`src/rtl/core/hpp_pkg.sv`:
```
// Haptic pulse pattern player: shared types, constants and the pattern table.
// No dependencies; used by the interfaces and the top level.
`default_nettype none

package hpp_pkg;

    localparam int SLOTS         = 4;
    localparam int MAX_PULSES    = 4;
    localparam int PATTERN_COUNT = 9;
    localparam int MS_W          = 9;
    localparam int IDX_W         = 2;
    localparam int CNT_W         = 3;
    localparam int CODE_W        = 4;

    localparam logic CMD_TICK = 1'b0;
    localparam logic CMD_PLAY = 1'b1;

    typedef struct packed {
        logic [MS_W-1:0] on_ms;
        logic [MS_W-1:0] pause_ms;
    } pulse_t;

    // Pulses stored for a code; invalid codes hold none.
    function automatic logic [CNT_W-1:0] pulse_count(input logic [CODE_W-1:0] code);
        logic [CNT_W-1:0] n;
        unique case (code)
            4'd1:    n = 3'd1;
            4'd2:    n = 3'd2;
            4'd3:    n = 3'd3;
            4'd4:    n = 3'd1;
            4'd5:    n = 3'd4;
            4'd6:    n = 3'd3;
            4'd7:    n = 3'd3;
            4'd8:    n = 3'd2;
            4'd9:    n = 3'd2;
            default: n = 3'd0;
        endcase
        return n;
    endfunction

    // Pulses actually played, capped by MAX_PULSES and the slot count.
    function automatic logic [CNT_W-1:0] used_pulses(input logic [CODE_W-1:0] code);
        logic [CNT_W-1:0] n;
        n = pulse_count(code);
        if (MAX_PULSES < int'(n))
            n = CNT_W'(MAX_PULSES);
        if (SLOTS < int'(n))
            n = CNT_W'(SLOTS);
        return n;
    endfunction

    function automatic pulse_t pulse_lookup(input logic [CODE_W-1:0] code,
                                            input logic [IDX_W-1:0]  idx);
        pulse_t p;
        p = '{on_ms: '0, pause_ms: '0};
        unique case (code)
            4'd1: if (idx == 2'd0) p = '{on_ms: 9'd50, pause_ms: 9'd0};
            4'd2:
            begin
                if (idx == 2'd0) p = '{on_ms: 9'd50, pause_ms: 9'd200};
                if (idx == 2'd1) p = '{on_ms: 9'd50, pause_ms: 9'd0};
            end
            4'd3:
            begin
                if (idx == 2'd0) p = '{on_ms: 9'd10, pause_ms: 9'd50};
                if (idx == 2'd1) p = '{on_ms: 9'd20, pause_ms: 9'd50};
                if (idx == 2'd2) p = '{on_ms: 9'd30, pause_ms: 9'd0};
            end
            4'd4: if (idx == 2'd0) p = '{on_ms: 9'd500, pause_ms: 9'd0};
            4'd5:
            begin
                if (idx == 2'd0) p = '{on_ms: 9'd150, pause_ms: 9'd0};
                else             p = '{on_ms: 9'd100, pause_ms: 9'd0};
            end
            4'd6:
            begin
                if (idx == 2'd0 || idx == 2'd1) p = '{on_ms: 9'd100, pause_ms: 9'd0};
                if (idx == 2'd2)                p = '{on_ms: 9'd150, pause_ms: 9'd0};
            end
            4'd7:
            begin
                if (idx == 2'd0)                p = '{on_ms: 9'd150, pause_ms: 9'd0};
                if (idx == 2'd1 || idx == 2'd2) p = '{on_ms: 9'd100, pause_ms: 9'd0};
            end
            4'd8: if (idx == 2'd0 || idx == 2'd1) p = '{on_ms: 9'd150, pause_ms: 9'd0};
            4'd9: if (idx == 2'd0 || idx == 2'd1) p = '{on_ms: 9'd100, pause_ms: 9'd0};
            default: p = '{on_ms: '0, pause_ms: '0};
        endcase
        return p;
    endfunction

endpackage

`default_nettype wire

```
`src/rtl/core/hpp_cmd_if.sv`:
```
// Request channel of the haptic pulse pattern player: command and pattern code.
// Depends on hpp_pkg.
`default_nettype none

interface hpp_cmd_if
    import hpp_pkg::*;
();
    logic              valid;
    logic              ready;
    logic              command;
    logic [CODE_W-1:0] pattern;

    modport source (output valid, command, pattern, input ready);
    modport sink   (input valid, command, pattern, output ready);
endinterface

`default_nettype wire

```
`src/rtl/core/hpp_rsp_if.sv`:
```
// Result channel of the haptic pulse pattern player: drive level and busy flag.
// Depends on hpp_pkg.
`default_nettype none

interface hpp_rsp_if
    import hpp_pkg::*;
();
    logic valid;
    logic ready;
    logic motor_on;
    logic busy_res;

    modport source (output valid, motor_on, busy_res, input ready);
    modport sink   (input valid, motor_on, busy_res, output ready);
endinterface

`default_nettype wire

```
`src/rtl/core/haptic_pulse_pattern_player.sv`:
```
// Haptic pulse pattern player top level: player state, pattern table lookup, result register.
// Depends on hpp_pkg, hpp_cmd_if and hpp_rsp_if.
//
//   channel  dir  payload             meaning
//   cmd      in   command, pattern    1 ms tick or play request
//   rsp      out  motor_on, busy_res  drive level and busy flag after each request
//
// One request per cycle while cmd.ready is high; each yields its result in the cycle after acceptance.
// The state update and table lookup sit between the player registers and the result register.
// cmd.ready is high while the result register is empty or being drained.
// Reset clears the player to idle and empties the result register.
`default_nettype none

module haptic_pulse_pattern_player
    import hpp_pkg::*;
(
    input  wire logic  clk,
    input  wire logic  rst_n,
    hpp_cmd_if.sink    cmd,
    hpp_rsp_if.source  rsp
);

    logic              playing_reg,   playing_next;
    logic [CODE_W-1:0] pattern_reg,   pattern_next;
    logic [IDX_W-1:0]  index_reg,     index_next;
    logic              in_pause_reg,  in_pause_next;
    logic [MS_W-1:0]   remain_reg,    remain_next;

    logic              rsp_valid_reg;
    logic              motor_on_reg;
    logic              busy_reg;

    logic              accept;
    logic [MS_W-1:0]   remain_dec;
    logic [IDX_W-1:0]  index_inc;
    pulse_t            cur_pulse;
    pulse_t            nxt_pulse;
    pulse_t            start_pulse;

    assign cmd.ready = !rsp_valid_reg || rsp.ready;
    assign accept    = cmd.valid && cmd.ready;

    assign index_inc   = index_reg + 2'd1;
    assign cur_pulse   = pulse_lookup(pattern_reg, index_reg);
    assign nxt_pulse   = pulse_lookup(pattern_reg, index_inc);
    assign start_pulse = pulse_lookup(cmd.pattern, '0);
    assign remain_dec  = (remain_reg == '0) ? '0 : remain_reg - 9'd1;

    always_comb
    begin
        playing_next  = playing_reg;
        pattern_next  = pattern_reg;
        index_next    = index_reg;
        in_pause_next = in_pause_reg;
        remain_next   = remain_reg;
        if (cmd.command == CMD_PLAY)
        begin
            if (!playing_reg && used_pulses(cmd.pattern) != '0)
            begin
                playing_next  = 1'b1;
                pattern_next  = cmd.pattern;
                index_next    = '0;
                in_pause_next = 1'b0;
                remain_next   = start_pulse.on_ms;
            end
        end
        else if (playing_reg)
        begin
            remain_next = remain_dec;
            if (remain_dec == '0)
            begin
                priority if (!in_pause_reg && cur_pulse.pause_ms != '0)
                begin
                    in_pause_next = 1'b1;
                    remain_next   = cur_pulse.pause_ms;
                end
                else if ({1'b0, index_reg} + 3'd1 < used_pulses(pattern_reg))
                begin
                    index_next    = index_inc;
                    in_pause_next = 1'b0;
                    remain_next   = nxt_pulse.on_ms;
                end
                else
                begin
                    playing_next  = 1'b0;
                    pattern_next  = '0;
                    index_next    = '0;
                    in_pause_next = 1'b0;
                    remain_next   = '0;
                end
            end
        end
    end

    always_ff @(posedge clk or negedge rst_n)
    begin
        if (!rst_n)
        begin
            playing_reg   <= 1'b0;
            pattern_reg   <= '0;
            index_reg     <= '0;
            in_pause_reg  <= 1'b0;
            remain_reg    <= '0;
            rsp_valid_reg <= 1'b0;
        end
        else
        begin
            if (accept)
            begin
                playing_reg  <= playing_next;
                pattern_reg  <= pattern_next;
                index_reg    <= index_next;
                in_pause_reg <= in_pause_next;
                remain_reg   <= remain_next;
            end
            if (accept)
                rsp_valid_reg <= 1'b1;
            else if (rsp.ready)
                rsp_valid_reg <= 1'b0;
        end
    end

    always_ff @(posedge clk)
    begin
        if (accept)
        begin
            motor_on_reg <= playing_next && !in_pause_next;
            busy_reg     <= playing_next;
        end
    end

    assign rsp.valid    = rsp_valid_reg;
    assign rsp.motor_on = motor_on_reg;
    assign rsp.busy_res = busy_reg;

endmodule

`default_nettype wire

```
`src/flat_wrapper.sv`:
```
// flat-port wrapper written by rule: the top's interface ports become plain ports
module haptic_pulse_pattern_player_flat import hpp_pkg::*;
  (clk, rst_n, cmd_valid, cmd_command, cmd_pattern, cmd_ready, rsp_valid, rsp_motor_on, rsp_busy_res, rsp_ready);
  hpp_cmd_if cmd_i ();
  hpp_rsp_if rsp_i ();
  input  wire logic clk;
  input  wire logic rst_n;
  input wire logic [$bits(cmd_i.valid)-1:0] cmd_valid;
  input wire logic [$bits(cmd_i.command)-1:0] cmd_command;
  input wire logic [$bits(cmd_i.pattern)-1:0] cmd_pattern;
  output wire logic [$bits(cmd_i.ready)-1:0] cmd_ready;
  output wire logic [$bits(rsp_i.valid)-1:0] rsp_valid;
  output wire logic [$bits(rsp_i.motor_on)-1:0] rsp_motor_on;
  output wire logic [$bits(rsp_i.busy_res)-1:0] rsp_busy_res;
  input wire logic [$bits(rsp_i.ready)-1:0] rsp_ready;
  assign cmd_i.valid = cmd_valid;
  assign cmd_i.command = cmd_command;
  assign cmd_i.pattern = cmd_pattern;
  assign cmd_ready = cmd_i.ready;
  assign rsp_valid = rsp_i.valid;
  assign rsp_motor_on = rsp_i.motor_on;
  assign rsp_busy_res = rsp_i.busy_res;
  assign rsp_i.ready = rsp_ready;
  haptic_pulse_pattern_player u_core (.clk(clk), .rst_n(rst_n), .cmd(cmd_i), .rsp(rsp_i));
endmodule
```
`config.mk`:
```
export PLATFORM = sky130hd
export DESIGN_NAME = haptic_pulse_pattern_player_flat
export DESIGN_NICKNAME = d
export VERILOG_FILES = /design/src/rtl/core/hpp_pkg.sv /design/src/rtl/core/hpp_cmd_if.sv /design/src/rtl/core/hpp_rsp_if.sv /design/src/rtl/core/haptic_pulse_pattern_player.sv /design/src/flat_wrapper.sv
export SDC_FILE = /design/constraint.sdc
export NUM_CORES = 1
export LEC_CHECK = 0
export BUFFER_PORTS_ARGS = -buffer_cell sky130_fd_sc_hd__buf_2
export CAP_MARGIN = 20
export CELL_PAD_IN_SITES_DETAIL_PLACEMENT = 1
export CELL_PAD_IN_SITES_GLOBAL_PLACEMENT = 1
export CORE_AREA = 2 2 71 73
export CTS_BUF_LIST = sky130_fd_sc_hd__clkbuf_16
export DETAILED_ROUTE_END_ITERATION = 7
export DIE_AREA = 0 0 73 75
export GPL_ROUTABILITY_DRIVEN = 0
export PLACE_DENSITY = 0.71
export SLEW_MARGIN = 30
export SYNTH_ARGS = -nofsm -noshare
export SYNTH_HDL_FRONTEND = slang
export SYNTH_SLANG_ARGS = --single-unit
```
`constraint.sdc`:
```
create_clock -name clk -period 6.1 [get_ports clk]
set_input_delay 0.61 -clock clk [delete_from_list [all_inputs] [get_ports clk]]
set_output_delay 0.61 -clock clk [all_outputs]
set_load 0.1 [all_outputs]
```
==> metrics <==
Inst Count DP 281; MaxCap Viol Count 0; min Tclk post-route ~3 ns; root buffer cell clkbuf_16; most frequent cells in the layout dfrtp_1 (18), nor2_1 (14), a21oi_1 (14); first-pass GRT wire length 8.91 mm; worst reg2reg startpoint u_core.pattern_reg[2]; Post-synth EDFFs 2; via count about 1800; internal power ~0.48 mW; commonest non-fill, non-tap cell in the layout dfrtp_1; CTS Hold Bufs 0; sequential share of power 0.318; initial core utilization 0.396; final cell count without fillers 285; CTS buffer count 3; share of post-route cells with drive strength above 1 0.104; Worst Path Arrival 3.18 ns; combinational fraction of design power 0.539; post-route ant nets 0; CTS tree built; PwrDens 472 nW/µm²; die height 75 µm; routed wire length 5.51 mm; Seq/Total Area, Yosys 0.277; Net Count, Synth 247; Layout Skew between 0.0015 and 0.002 ns; Crit Path Category flip-flop to flip-flop; initial antenna violation count 0; Syn Area/Cell 8.09 µm²; synth warn 0; Data required, critical path approximately 6.3 ns; drt drc 0; Seq cells post-synth 20; Skew-Pair Late Insertion Delay 0.25 ns; worst reg2reg path depth 8; worst reg2reg path endpoint u_core.remain_reg[3]; total gr overflow 0; status complete, no violations; setup TNS 0 ns; Most used DFF post-synth dfrtp_1; Die Wd approximately 73 µm; fin crit share 0.496; Slew Viols, Final 0; Post-Route Utilization 0.431; GR Util All Layers 0.213; mapped cell area 1840 µm²; count of final setup violators 0; # nets final 251; Max Root-Sink Buffers 2; post-DP HPWL just over 4 mm; hold crit path type primary input to asynchronous set/reset pin; critical path launch point type flip-flop; First-pass DRT Iterations 5; Min Hold Slack 0.294 ns; postcts setup bufs 0; fmax 330 MHz; P_sw 0.469 mW; Routed WL per cell 19.3 µm; CP startpoint u_core.pattern_reg[2]; Rel. slew slack 0.369; Reg clk slew, reported paths 0.06 ns; number of global-route vias before repair 1774; max reg flops 9; maximum VDD drop 0.000230 V; largest net degree at the start of global routing 20; Yosys cell types 58; R2R setup slack just over 3 ns; Ports 13; post-CTS sizing 0; setup repair after global routing missed its margin false; Die ar. 5480 µm²; Rows 25; post-DR vias/cell 6.33; type of element capturing the critical path flip-flop; CTS Sinks 20; Crit Path Max Fanout 15; synthesis-to-finish area growth 8.82%; Hold Violations, Final 0; asr flop ratio synth 0.900; leakage 0.792 nW; # port buffers 12; cells after synthesis 228; Antenna Cells 0; Worst Tran Pin Value 0.939 ns; Core Area 4660 µm²; Switching Share 0.495; number of DRC markers in iteration 0 87; H-tree depth 1; clock share of power 0.143
through the flow:
stage	instance area (µm²)	setup slack, ns	power (mW)
2_1_floorplan	1840	2.99	0.675
3_5_place_dp	1920	3.13	0.801
6_report	2010	3.07	0.947
3_3_place_gp	1920	3.19	0.795
4_1_cts	2000	3.11	0.941
5_1_grt	2010	2.85	1.02
critical path: stages, from the launching register on:
cell and delay, ns:
dfrtp_1 0.64, nor2b_1 0.40, nand3b_1 0.15, ha_1 0.33, a21o_1 0.18, a31oi_1 0.50
and2_1 0.36, a31oi_1 0.16, o221ai_1 0.21
logic make-up (layout without fill, tap and decap cells):
group,Yosys count,in the layout,synth area share
adder cells (fa/ha/maj),10,10,0.0678
buffers and inverters,23,26,0.0475
AND/OR/NAND/NOR,94,94,0.300
multiplexers,2,2,0.0115
flip-flops,20,20,0.277
XOR/XNOR,1,1,0.00475
AO/OA/AOI/OAI,78,78,0.292
per-layer routing:
| layer | wire length [µm] | track usage | vias up |
|---|---|---|---|
| li1 | - | - | 882 |
| met1 | 2730 | 0.302 | 889 |
| met2 | 2590 | 0.333 | 24 |
| met3 | 105 | 0.0375 | 10 |
| met4 | 92 | 0.0617 | 0 |
| met5 | 0 | 0 | - |
area by class of cell:
type | count | area (µm²)
Tap cell | 54 | 67.6
Fill cell | 576 | 2650
Multi-Input combinational cell | 185 | 1250
Inverter | 10 | 37.5
Timing Repair Buffer | 12 | 60.1
Clock inverter | 1 | 3.75
Sequential cell | 20 | 510
Clock buffer | 3 | 75.1
worst max-delay path by stage:
stage,end,cells past startpoint,slack (ns)
3_5_place_dp,u_core.remain_reg[3],8,3.13
5_1_grt,u_core.remain_reg[3],8,2.85
6_report,u_core.remain_reg[3],8,3.07
2_1_floorplan,u_core.remain_reg[6],6,2.99
3_3_place_gp,u_core.index_reg[0],8,3.19
4_1_cts,u_core.remain_reg[3],8,3.11
Yosys cell counts (5+ instances only):
master / number / area share
nand3_1: 10 / 0.027
a31oi_1: 8 / 0.027
or3_1: 5 / 0.017
o21ai_1: 12 / 0.033
inv_1: 10 / 0.020
o21ai_0: 8 / 0.022
nor3_1: 10 / 0.027
dfrtp_1: 18 / 0.24
nor2_1: 14 / 0.028
nand2_1: 11 / 0.022
a21oi_1: 14 / 0.038
clkbuf_1: 11 / 0.022
nand2b_1: 9 / 0.031
ha_1: 10 / 0.068
power groups by stage:
| stage | Combinational, mW | Clock [mW] | Sequential [mW] |
|---|---|---|---|
| CTS | 0.506 | 0.137 | 0.298 |
| detailed placement | 0.501 | 0 | 0.300 |
| global route | 0.569 | 0.141 | 0.313 |
| global placement | 0.497 | 0 | 0.299 |
| floorplan | 0.424 | 0 | 0.251 |
| finish | 0.510 | 0.136 | 0.301 |
Note: power is estimated with default switching activity, not from simulation.
